<file path="src/hdl/ris_pkg.sv">
`timescale 1ns / 1ps
// ----------------------------------------------------------------------------
// ris_pkg
// Shared types, widths and helpers for the ray and sphere intersection block.
// ----------------------------------------------------------------------------
package ris_pkg;

  localparam int unsigned COMP_W   = 32;           // Q16.16 vector component
  localparam int unsigned PROD_W   = 2 * COMP_W;   // Q32.32 product
  localparam int unsigned C_W      = 64;           // Q32.32 c term
  localparam int unsigned DISC_W   = 128;          // Q64.64 discriminant
  localparam int unsigned ROOT_W   = DISC_W / 2;   // Q32.32 square root
  localparam int unsigned REM_W    = ROOT_W + 2;   // partial remainder
  localparam int unsigned NUM_CELLS = ROOT_W;      // one root bit per cell
  localparam int unsigned DIST_W   = 31;           // Q15.16 distance, unsigned
  localparam int unsigned FRAC_W   = 16;

  localparam logic [DIST_W-1:0] DIST_MAX = {DIST_W{1'b1}};

  // Input item as packed on in_tdata (dir_x in the lowest bits).
  typedef struct packed {
    logic signed [C_W-1:0]    c_term;
    logic signed [COMP_W-1:0] oc_z;
    logic signed [COMP_W-1:0] oc_y;
    logic signed [COMP_W-1:0] oc_x;
    logic signed [COMP_W-1:0] dir_z;
    logic signed [COMP_W-1:0] dir_y;
    logic signed [COMP_W-1:0] dir_x;
  } ris_ray_t;

  // Side data that travels down the square-root chain with each item.
  typedef struct packed {
    logic              miss;    // discriminant negative
    logic              hneg;    // sign of h = dot(oc, dir)
    logic [PROD_W-1:0] m;       // magnitude of h
  } ris_side_t;

  // Result item.
  typedef struct packed {
    logic              hit;
    logic [DIST_W-1:0] distance;
  } ris_res_t;

  // Magnitude of a 32-bit two's complement value; the most negative value
  // maps to 2^31, which still fits the unsigned width.
  function automatic logic [COMP_W-1:0] mag32(input logic [COMP_W-1:0] v);
    return v[COMP_W-1] ? (~v + 1'b1) : v;
  endfunction

endpackage

</file>
<file path="src/hdl/ris_sqrt_cell.sv">
`timescale 1ns / 1ps
// ----------------------------------------------------------------------------
// ris_sqrt_cell
// One digit step of the restoring square root: settle one root bit.
// ----------------------------------------------------------------------------
module ris_sqrt_cell
  import ris_pkg::*;
(
  input  logic                 clk,
  input  logic                 rst_n,
  input  logic                 en,
  input  logic                 in_valid,
  input  logic [REM_W-1:0]     in_rem,
  input  logic [ROOT_W-1:0]    in_root,
  input  logic [DISC_W-1:0]    in_rad,
  input  ris_side_t            in_side,
  output logic                 out_valid,
  output logic [REM_W-1:0]     out_rem,
  output logic [ROOT_W-1:0]    out_root,
  output logic [DISC_W-1:0]    out_rad,
  output ris_side_t            out_side
);

  logic                 valid_r;
  logic [REM_W-1:0]     rem_r;
  logic [ROOT_W-1:0]    root_r;
  logic [DISC_W-1:0]    rad_r;
  ris_side_t            side_r;

  logic [REM_W-1:0]     rem_sh, trial;
  logic                 take;

  // Bring down the next two radicand bits; the remainder's top bits stay clear.
  assign rem_sh = {in_rem[REM_W-3:0], in_rad[DISC_W-1 -: 2]};
  assign trial  = {in_root, 2'b01};
  assign take   = rem_sh >= trial;

  always_ff @(posedge clk) begin
    if (!rst_n) begin
      valid_r <= 1'b0;
    end else if (en) begin
      valid_r <= in_valid;
    end
  end

  always_ff @(posedge clk) begin
    if (en) begin
      rem_r  <= take ? (rem_sh - trial) : rem_sh;
      root_r <= {in_root[ROOT_W-2:0], take};
      rad_r  <= {in_rad[DISC_W-3:0], 2'b00};
      side_r <= in_side;
    end
  end

  assign out_valid = valid_r;
  assign out_rem   = rem_r;
  assign out_root  = root_r;
  assign out_rad   = rad_r;
  assign out_side  = side_r;

endmodule

</file>
<file path="config.mk">
export PLATFORM = sky130hd
export DESIGN_NAME = ris_sqrt_cell
export DESIGN_NICKNAME = d
export VERILOG_FILES = /design/src/hdl/ris_pkg.sv /design/src/hdl/ris_sqrt_cell.sv
export SDC_FILE = /design/constraint.sdc
export NUM_CORES = 1
export LEC_CHECK = 0
export BUFFER_PORTS_ARGS = -buffer_cell sky130_fd_sc_hd__buf_2
export CAP_MARGIN = 5
export CORE_AREA = 3 3 254 256
export DETAILED_ROUTE_END_ITERATION = 16
export DIE_AREA = 0 0 257 259
export GPL_TIMING_DRIVEN = 0
export HOLD_SLACK_MARGIN = 0.1
export SETUP_SLACK_MARGIN = 0.1
export SYNTH_ARGS = -nofsm -noshare
export SYNTH_HDL_FRONTEND = slang
export SYNTH_SLANG_ARGS = --single-unit
</file>
<file path="constraint.sdc">
create_clock -name clk -period 3.41 [get_ports clk]
set_input_delay 0.682 -clock clk [delete_from_list [all_inputs] [get_ports clk]]
set_output_delay 0.682 -clock clk [all_outputs]
set_load 0.03 [all_outputs]
</file>
==> summary.txt <==
Global routing
  – Vias in the first global route: about 12,000
  – Largest net degree at the start of global routing: ~130
  – Gr usage total: 19.4%
  – GRT met3 Usage: under 10%
  – Initial antenna violation count: 44
  – First-pass GRT wire length: 91,900 um
  – Grt ovf: 0
  – Met1 usage: 20.1%
  – Grt peak-use layer: met2
  – Met2 GRT Util: 33.7%

Floorplanning
  – Initial Utilization: 24.3%
  – Core Rows: 92
  – Die H: 259 um
  – DIE WIDTH: 257 um
  – IO Pins: between 600 and 700
  – Die area: approximately 67,000 sq um
  – Core Area: approximately 63,000 sq um

Synth
  – YS warnings: 0
  – Yosys cell types: 75
  – Synth top area share: about 64%
  – Synth Area per Inst: 13.7 sq um
  – Register area share after synthesis: 63.7%
  – Synth area leaders: edfxtp_1 (64%), ha_1 (5.4%), mux2_4 (4.8%)
  – Ys flop type: edfxtp_1
  – Synth Instances: 1,110
  – Post-synth EDFFs: 322
  – Yosys top cell by area: edfxtp_1
  – Post-synthesis cell area: 15,200 sq um
  – Post-synth ARST share: 0%
  – #FFs+latches synth: between 300 and 400

Route
  – Post-Route WL: 67,400 um
  – Vias: around 12,000
  – Antenna-violating nets left: 0
  – Pre-Repair DR Iteration Count: 5
  – DRT iter0 DRCs: 845
  – Vias/cell: 4.55
  – DR WL/cell: 25.0 um
  – Drt drc: 0

Worst setup path
  – WP buf/inv: 2
  – Required time of the worst setup path: 3.70 ns
  – Peak per-stage delay on the critical path: roughly 0.53 ns
  – CP max-delay cell: a221oi_1
  – CP cell instances: buf_2 -> ha_1 -> buf_2 -> a21oi_1 -> o21ai_0 -> a221oi_1 -> o221ai_1 -> nand2b_1 -> nand3_1 -> o311a_1 -> mux2_4
  – Worst EP arrival: about 3.6 ns
  – CP endpoint kind: flip-flop
  – Kind of cell adding the most delay to the critical path: compound AO/OA/AOI/OAI gates
  – Cell mode on critical path: buf_2
  – Critical path class: input port to flip-flop
  – Worst Setup Start Kind: input port
  – CP max FO: 8

STA
  – Final Worst Setup Slack: 0.113 ns
  – Slew @ Worst Pin: 0.799 ns
  – Pins Over Slew Limit: 0
  – Min Hold Slack: roughly 0.30 ns
  – Fin crit share: 96.7%
  – F_max: 303 MHz
  – Skew final: 0 ns
  – Final Critical Period: 3.30 ns
  – Final setup viols: 0
  – Rel. slew slack: 46.7%
  – RSZ-0062 raised after global routing: false
  – Final hold violation count: 0

CTS
  – Clock buffer depth: 3
  – Cts hold-fix bufs: 0
  – Clock sinks: 323
  – CTS tree: built
  – H-tree Lvls: 2
  – Clk slew on worst S/H paths: 0.06 ns
  – Root Buffer: clkbuf_16
  – CTS Buf Count: 40
  – Clock Latency Late Sink: ~0.54 ns

Pwr
  – Pwr Density: between 500 and 600 nW/um^2
  – Leak pwr: 9.16 nW
  – Worst vdd ir: 0.406 mV
  – Final Total Pwr: 12.0 mW

Final layout
  – Commonest cells after routing, fill and taps aside: buf_2 (654), edfxtp_1 (322), inv_1 (82), a21oi_1 (70)
  – Nets: 2,197
  – Commonest non-fill, non-tap cell in the layout: buf_2
  – # fillers: 6,324
  – Finished Core Util: 33.6%
  – Synth-to-layout area growth: 38.7%
  – Share of cells above drive strength 1: 45.7%
  – Cell Count, Final, Fillers Out: 2,693

Placed design
  – GPL Wtd Cong: 0.903
  – Port Buf Inserts: about 650
  – Hpwl dp: around 56,000 um
  – Pre-CTS WS: -1.15 ns
  – Post-Place Cells: approximately 2,600

Outcome
  – Status: finished, final reports clean

Worst hold path
  – Worst min path class: input port to flip-flop

Job
  – Max-cap violations: 0
==> final timing paths <==
path	startpoint	endpoint	cells past startpoint	slack, ns
min	in_rad[109]	out_rad[111]	1	0.30
max reg2reg	out_valid	out_valid	2	2.81
min reg2reg	out_valid	out_valid	2	0.54
max	in_rem[30]	out_rem[61]	11	0.11
==> sequential cells by signal, indices dropped and copies added, names as in the netlist <==
signal and flops:
out_valid 1, out_rad 126, out_rem 66, out_side 66
out_root 64
==> synthesized netlist by cell type (3+ instances only) <==
| library cell | count |
|---|---|
| edfxtp_1 | 322 |
| inv_1 | 82 |
| a21oi_1 | 76 |
| ha_1 | 66 |
| nand2_1 | 66 |
| o21ai_0 | 51 |
| mux2_4 | 49 |
| nor2_1 | 47 |
| xnor2_1 | 40 |
| a21o_1 | 32 |
| clkbuf_1 | 28 |
| nand3_1 | 23 |
| nand4_1 | 22 |
| xor2_1 | 21 |
| nor3_1 | 13 |
| o21bai_1 | 12 |
| o21a_1 | 10 |
| a31oi_1 | 9 |
| buf_2 | 8 |
| nor4_1 | 8 |
| and3_1 | 7 |
| o31ai_1 | 7 |
| or2_2 | 7 |
| a211oi_1 | 6 |
| a21boi_0 | 6 |
| and2_1 | 6 |
| nand2b_1 | 6 |
| a41oi_1 | 5 |
| buf_12 | 5 |
| mux2_2 | 5 |
| o211ai_1 | 4 |
| a221o_1 | 3 |
| a31o_2 | 3 |
| nor2b_1 | 3 |
| or3_1 | 3 |
==> area by class of cell <==
class / instances / area [sq um] / area share, %
flip-flops and latches: 323 / 9690 / 45.9
multi-input cells: 661 / 5110 / 24.2
clock buffers: 46 / 1020 / 4.85
well taps: 846 / 1060 / 5.01
repair buffers: 657 / 3360 / 15.9
diodes: 15 / 37.5 / 0.178
inverters: 84 / 324 / 1.54
plain buffers: 36 / 239 / 1.13
clock inverters: 25 / 263 / 1.24
==> power by group <==
group | total, mW | internal, mW | switching [mW]
combinational | 2.87 | 0.955 | 1.91
clock | 4.25 | 2.48 | 1.78
sequential | 4.90 | 4.81 | 0.0953
==> cells by family after synthesis <==
| logic type | count (synthesis) | synth area share [%] |
|---|---|---|
| xor+xnor | 61 | 3.51 |
| mux | 55 | 5.27 |
| other cells | 1 | 0.0246 |
| simple gates | 221 | 7.09 |
| fa+ha+maj | 66 | 5.42 |
| buf+inv | 127 | 3.82 |
| compound gates | 256 | 11.2 |
| flops | 323 | 63.7 |
==> per-stage QoR <==
step | setup TNS, ns | instance area, sq um
after global placement | -1062.07 | 19500
after global routing | 0 | 21100
after floorplan | 0 | 15200
after detailed placement | -68.63 | 19600
after CTS | 0 | 21000
final | 0 | 21100
==> timing repair <==
item | CTS | global route
buffers inserted | 5 | 2
pin swaps | 5 | 6
resized for setup | 19 | 20
setup endpoints to repair | 67 | 56
==> metal layers <==
layer  wire length (um)  share of wire (%)
met1              23100                 34
met2              33400                 50
met3               7230                 11
met4               3380                5.0
met5                290               0.43
Note: power is estimated with default switching activity, not from simulation.
